**src/text_console_writer_defines.svh**
```systemverilog
`ifndef TEXT_CONSOLE_WRITER_DEFINES_SVH
`define TEXT_CONSOLE_WRITER_DEFINES_SVH

// same-cycle implication, checked on clk and masked during reset
`define TCW_ASSERT_NOW(lbl, ante, cons, msg) \
    lbl: assert property (@(posedge clk) disable iff (!rst_n) (ante) |-> (cons)) \
        else $error(msg);

// next-cycle implication, checked on clk and masked during reset
`define TCW_ASSERT_NEXT(lbl, ante, cons, msg) \
    lbl: assert property (@(posedge clk) disable iff (!rst_n) (ante) |=> (cons)) \
        else $error(msg);

`endif

```
**src/tcw_pkg.sv**
```systemverilog
`timescale 1ns / 1ps

package tcw_pkg;

    localparam logic [1:0] CMD_PUT   = 2'd0;
    localparam logic [1:0] CMD_CLEAR = 2'd1;
    localparam logic [1:0] CMD_READ  = 2'd2;

    localparam logic [7:0] NEWLINE_CODE = 8'h0A;
    localparam logic [7:0] SPACE_CODE   = 8'h20;
    localparam logic [7:0] RESET_COLOR  = 8'h0F;

    typedef struct packed {
        logic [1:0] command;
        logic [7:0] char_code;
        logic [4:0] read_row;
        logic [6:0] read_col;
    } tcw_in_t;

    typedef struct packed {
        logic [15:0] cell_value;
        logic [6:0]  cursor_col_out;
        logic [4:0]  cursor_row_out;
        logic        did_scroll;
    } tcw_out_t;

    typedef enum logic [2:0] {
        SW_HOLD,
        SW_INC,
        SW_ZERO,
        SW_COPY_START,
        SW_LAST_ROW
    } tcw_sweep_op_t;

    typedef struct packed {
        logic          accept;
        tcw_sweep_op_t sweep_op;
        logic          fill_wr;
        logic          reset_fill;
        logic          copy_rd;
        logic          load_out;
    } tcw_cmd_t;

    typedef struct packed {
        logic [1:0] in_command;
        logic       scroll_needed;
        logic       sweep_last;
        logic       copy_pending;
    } tcw_status_t;

endpackage

```
**src/tcw_ctrl.sv**
```systemverilog
`timescale 1ns / 1ps
`include "text_console_writer_defines.svh"

module tcw_ctrl (
    input  logic                clk,
    input  logic                rst_n,
    input  logic                in_valid,
    output logic                in_ready,
    output logic                out_valid,
    input  logic                out_ready,
    input  tcw_pkg::tcw_status_t status,
    output tcw_pkg::tcw_cmd_t    cmd
);

    typedef enum logic [2:0] {
        S_INIT,
        S_IDLE,
        S_COPY,
        S_BLANK,
        S_CLEAR,
        S_FIN
    } state_t;

    state_t state_reg;
    state_t state_next;
    logic   out_valid_reg;
    logic   out_valid_next;

    always_comb
    begin
        cmd            = '0;
        cmd.sweep_op   = tcw_pkg::SW_HOLD;
        state_next     = state_reg;
        unique case (state_reg)
            S_INIT:
            begin
                // power-up pass writes the default blank everywhere
                cmd.fill_wr    = 1'b1;
                cmd.reset_fill = 1'b1;
                if (status.sweep_last)
                begin
                    state_next = S_IDLE;
                end
                else
                begin
                    cmd.sweep_op = tcw_pkg::SW_INC;
                end
            end
            S_IDLE:
            begin
                if (in_valid)
                begin
                    cmd.accept = 1'b1;
                    if (status.in_command == tcw_pkg::CMD_PUT && status.scroll_needed)
                    begin
                        cmd.sweep_op = tcw_pkg::SW_COPY_START;
                        state_next   = S_COPY;
                    end
                    else if (status.in_command == tcw_pkg::CMD_CLEAR)
                    begin
                        cmd.sweep_op = tcw_pkg::SW_ZERO;
                        state_next   = S_CLEAR;
                    end
                    else
                    begin
                        state_next = S_FIN;
                    end
                end
            end
            S_COPY:
            begin
                cmd.copy_rd = 1'b1;
                if (status.sweep_last)
                begin
                    cmd.sweep_op = tcw_pkg::SW_LAST_ROW;
                    state_next   = S_BLANK;
                end
                else
                begin
                    cmd.sweep_op = tcw_pkg::SW_INC;
                end
            end
            S_BLANK:
            begin
                // on entry the last copied cell still owns the write port; blank fill waits for copy_pending to clear
                if (!status.copy_pending)
                begin
                    cmd.fill_wr = 1'b1;
                    if (status.sweep_last)
                    begin
                        state_next = S_FIN;
                    end
                    else
                    begin
                        cmd.sweep_op = tcw_pkg::SW_INC;
                    end
                end
            end
            S_CLEAR:
            begin
                cmd.fill_wr = 1'b1;
                if (status.sweep_last)
                begin
                    state_next = S_FIN;
                end
                else
                begin
                    cmd.sweep_op = tcw_pkg::SW_INC;
                end
            end
            S_FIN:
            begin
                if (!out_valid_reg || out_ready)
                begin
                    cmd.load_out = 1'b1;
                    state_next   = S_IDLE;
                end
            end
            default:
            begin
                state_next = S_IDLE;
            end
        endcase

        if (cmd.load_out)
        begin
            out_valid_next = 1'b1;
        end
        else if (out_ready)
        begin
            out_valid_next = 1'b0;
        end
        else
        begin
            out_valid_next = out_valid_reg;
        end
    end

    always_ff @(posedge clk or negedge rst_n)
    begin
        if (!rst_n)
        begin
            state_reg     <= S_INIT;
            out_valid_reg <= 1'b0;
        end
        else
        begin
            state_reg     <= state_next;
            out_valid_reg <= out_valid_next;
        end
    end

    assign in_ready  = (state_reg == S_IDLE);
    assign out_valid = out_valid_reg;

    `TCW_ASSERT_NOW(a_fill_no_copy_clash, cmd.fill_wr, !status.copy_pending,
        "blank write collides with pending copy write")
    `TCW_ASSERT_NEXT(a_load_sets_valid, cmd.load_out, out_valid_reg,
        "result loaded but out_valid not raised")
    `TCW_ASSERT_NOW(a_load_only_free, cmd.load_out && out_valid_reg, out_ready,
        "result overwritten before it was taken")

endmodule

```
**config.mk**
```make
export PLATFORM = sky130hd
export DESIGN_NAME = tcw_ctrl
export DESIGN_NICKNAME = d
export VERILOG_FILES = /design/src/tcw_pkg.sv /design/src/tcw_ctrl.sv
export VERILOG_INCLUDE_DIRS = /design/src /design/src/src
export SDC_FILE = /design/constraint.sdc
export NUM_CORES = 1
export LEC_CHECK = 0
export ABC_CLOCK_PERIOD_IN_PS = 1550
export BUFFER_PORTS_ARGS = -buffer_cell sky130_fd_sc_hd__buf_4
export CAP_MARGIN = 20
export CORE_AREA = 2 2 39 41
export CTS_CLUSTER_SIZE = 14
export DETAILED_ROUTE_END_ITERATION = 12
export DIE_AREA = 0 0 41 43
export PLACE_DENSITY = 0.51
export SLEW_MARGIN = 25
export SYNTH_ARGS = -nofsm -noshare
export SYNTH_HDL_FRONTEND = slang
export SYNTH_SLANG_ARGS = --single-unit
```
**constraint.sdc**
```tcl
create_clock -name clk -period 1.55 [get_ports clk]
set_clock_uncertainty 0.1 [all_clocks]
set_input_delay 0.155 -clock clk [delete_from_list [all_inputs] [get_ports clk]]
set_output_delay 0.155 -clock clk [all_outputs]
set_load 0.03 [all_outputs]
```
Word-level counts from Yosys, hierarchy flattened
Index checks and enable logic that the tools add are counted.
{ "totals": {"out_inout_bits": 10, "word_cells": 45, "ff_bits": 4} }
{ "op_classes": {"muxes": 24, "reduce_logical": 8, "eq_ne": 11} }
{ "op_table": {"columns": ["operator", "count"], "rows": [
  ["3-bit two-way mux", 8],
  ["3-bit case mux with 6 select lines", 1],
  ["3-bit case mux with 4 select lines", 1],
  ["2-bit != test (second input constant)", 5],
  ["1-bit two-way mux", 9],
  ["3-bit by 2-bit == test with 1-bit output (second input constant)", 2],
  ["3-bit == test (second input constant)", 2],
  ["2-bit two-way mux", 3],
  ["5-bit AND reduction", 1],
  ["4-bit two-way mux", 1],
  ["3-bit by 1-bit == test with 1-bit output (second input constant)", 1],
  ["3-bit logical NOT", 1],
  ["2-bit by 1-bit == test with 1-bit output (second input constant)", 1],
  ["2-bit logical NOT", 1],
  ["1-bit case mux with 2 select lines", 1],
  ["2-bit nonzero test", 1],
  ["2-bit OR reduction", 1],
  ["1-bit logical AND", 1],
  ["1-bit logical NOT", 1],
  ["1-bit logical OR", 1]
]} }

Longest topological paths before layout
{ "depth": {"depth_word": 5, "mapped_depth": 5, "ltp_nobuf": 3} }

Least setup slack after synthesis
OpenSTA, ideal clock, no wires.
{ "synth_timing": {"path_kind": "reg-to-reg", "startpoint": "reg state_reg[2]", "endpoint": "reg state_reg[0]", "path_buffers": 1, "path_slack_ns": -0.508, "stages_incl_launch_ff": 5, "t_arrival_ns": 1.785, "setup_time_ns": 0.174, "period_less_slack_ns": 2.058, "required_time_ns": 1.276, "path_cell_list": "dfrtp_1 buf_6 and4bb_2 nor3b_1 a21oi_1"} }
{ "synth_between": {"elab_chain_len": 3} }
{ "synth_rtl": {"columns": ["item", "line", "text"], "rows": [
  ["start: declaration", "tcw_ctrl.sv:24", "state_t state_reg;"],
  ["start signal: assignment", "tcw_ctrl.sv:148", "state_reg <= state_next;"],
  ["3-bit == test, or another cell as far along", "tcw_ctrl.sv:34", "unique case (state_reg)"],
  ["2-bit != test (no source line)", null, null],
  ["5-bit AND reduction (no source line)", null, null]
]} }
Parallel ways exist; a longest one is shown, timed or not.
A chain may end at the register's enable or synchronous reset.

==> flow_summary.ini <==
[finish]
largest_reg_flops = 3
utilization_pct = 56.1
nFillCells = 129
syn2layout_area_growth_pct = 109
diodes = 0
drive_gt1_share_pct = 71.8
regArea_sq_um = 104
multi_input_area_sq_um = 325
fin_nets = 89
fin_cells = 94

[timing]
relSlewSlack_pct = 81.0
max_freq_mhz = 597
fin_crit_sh_pct = 108
worst_slew_pin_slew_ns = 0.282
drv_slew = 0
hold_slack_ns = 0.115
hold_viol = 0
setup_viol = 7
rsz0062_at_grt = yes
period_minus_slack_ns = 1.67
fin_ws_ns = -0.125

[place]
dp.cells = 78
gp_congestion = 0.740
hpwl_um = 724
io_buffers = 18

[critical_path]
critPathBufInv = 2
worst-setup-path-type = reg2out
arrival_ns = 1.42
worstPathCellList = buf_2, or2b_1, o21ai_1, buf_4
crit_family = flip-flops
required_ns = 1.29
crit_path_end_kind = primary output
cp_max_fo = 6
crit_path_start_kind = flip-flop
critPathMaxStageDelay_ns = 0.41
slowest_stage = dfrtp_2

[yosys]
ys_types = 22
syn_nets = 54
synth-main-ff-cell = dfrtp_1
synthMostInstantiatedCell = nor2_1
ys_seq_area_share_pct = 27.0
syn_area_sq_um = 370
ys_ff_latch = 4
synth_common_cells = nor2_1, a21oi_1, dfrtp_1, nand2b_1, nor3_1
async_flop_share_pct = 100
synth_top_area_cell = dfrtp_1
synth_top_area_share_pct = 27.0
syn_area_per_cell_sq_um = 8.23
syn_inst = 45
synth-edff-count = 0
yosys_warnings = 0
synthTopCellsByArea = dfrtp_1, nand2b_1, buf_6

[drt]
vias = 450
drt-initial-drc-count = 5
wl_per_cell_um = 12.0
vias_per_cell = 4.79
drt_wl_total_um = 1130
antenna_left = 0
drc = 0
dr.pass1.iters = 4

[floorplan]
initial_utilization_pct = 26.8
ioPinCount = 19
core_sq_mm = 0.00138
dieArea_sq_mm = 0.00176
dieHeight_um = 43
num_rows = 14
die_x_um = 41

[cts]
cts_tree = done
clk_path_buf_depth = 2
cts_buffers = 3
clk_latency_ns = 0.24
cts_root_buf = clkbuf_4
cts.htree.levels = 1
cts_num_sinks = 4
clk_pin_slew_ns = 0.04

[global_route]
grt-ovfl-total = 0
grt_max_degree = 7
track_usage_pct = 15.6
grt_pass1_vias = 441
grt_pass1_wl_um = 1860
antenna_found_initial = 0

[status]
violations = negative setup slack
outcome = finished with violations

[power]
power_mw = 1.13
ir_drop_mv = 0.723
power_leakage_nw = 0.352
powerDensity_mw_per_mm2 = 1460

[job]
maxCapViolations = 0

[hold_path]
hold_class = in2reg
-- layer usage --
layer / GRT usage (%) / vias to the layer above / part of all wire (%)
met5: 0 / - / 0
met2: 23.1 / 13 / 51
met4: 8.00 / 0 / 0
met3: 3.14 / 0 / 4.8
li1: - / 223 / -
met1: 20.5 / 214 / 44
-- repair_timing --
action,CTS,global route
endpoints found under the setup margin,6,10
pin swaps,3,5
endpoints found under the hold margin,4,0
hold buffers,1,0
resized for setup,16,10
setup buffers,11,1
-- report_power, final --
| part | internal, mW | leakage [nW] | switching (mW) | total (mW) |
|---|---|---|---|---|
| logic | 0.426 | 0.293 | 0.371 | 0.797 |
| registers | 0.142 | 0.0447 | 0.0577 | 0.200 |
| clock network | 0.0868 | 0.0138 | 0.0452 | 0.132 |
| total | 0.655 | 0.352 | 0.474 | 1.13 |
-- cells in the final DEF, fill, tap and decap left out --
cell           count
a2111o_1           1
nor3b_4            2
buf_6             10
nor3_2             2
and4bb_4           1
nor2_4             1
dlygate4sd3_1      1
nor2_1             4
buf_4             22
nor3_1             1
nor4b_1            1
nand2b_1           3
a21oi_1            2
nand3_2            1
or2_4              2
a21oi_2            2
dfrtp_2            3
o32ai_2            1
buf_2              1
nor4bb_4           1
o21ai_0            1
o21ai_4            1
nor3_4             1
inv_1              3
dfrtp_1            1
o21ai_1            1
or2b_1             1
clkbuf_4           3
nand2_1            2
nand2b_4           2
-- stage by stage --
stage / area [sq um] / setup TNS [ns] / worst slack (ns)
global placement: 556 / 0 / 0.0136
finish: 776 / -0.535 / -0.125
CTS: 724 / -0.517 / -0.100
detailed placement: 556 / 0 / 0.00486
floorplan: 413 / -0.0178 / -0.0113
global route: 776 / -1.11 / -0.196
-- layout make-up --
cell class	count	area share, %
sequential	4	13.4
clock buffer	3	2.90
inverter	3	1.45
tap	16	2.58
multi-input combinational	34	41.9
timing repair buffer	34	37.7
-- logic make-up (layout without fill, tap and decap cells) --
logic type | Yosys count | count (layout) | synth area share (%)
AND/OR/NAND/NOR | 25 | 25 | 43.6
AO/OA/AOI/OAI | 9 | 9 | 16.9
flip-flops | 4 | 4 | 27.0
buffers and inverters | 7 | 40 | 12.5
-- path summary, 6_finish.rpt --
| check | from | cells after the start | slack (ns) | to |
|---|---|---|---|---|
| worst min register to register | out_valid | 2 | 0.49 | out_valid |
| worst min-delay path | out_ready | 3 | 0.12 | out_valid |
| min in group asynchronous | rst_n | 2 | 0.16 | state_reg[0] |
| worst max register to register | state_reg[1] | 5 | -0.08 | state_reg[2] |
| worst max-delay path | state_reg[1] | 4 | -0.12 | cmd[3] |
| max in group asynchronous | rst_n | 2 | 1.07 | state_reg[2] |
-- worst min-delay path: stages --
cell,delay [ns]
buf_4,0.08
nand2b_1,0.12
nand2_1,0.05
Note: power is estimated with default switching activity, not from simulation.
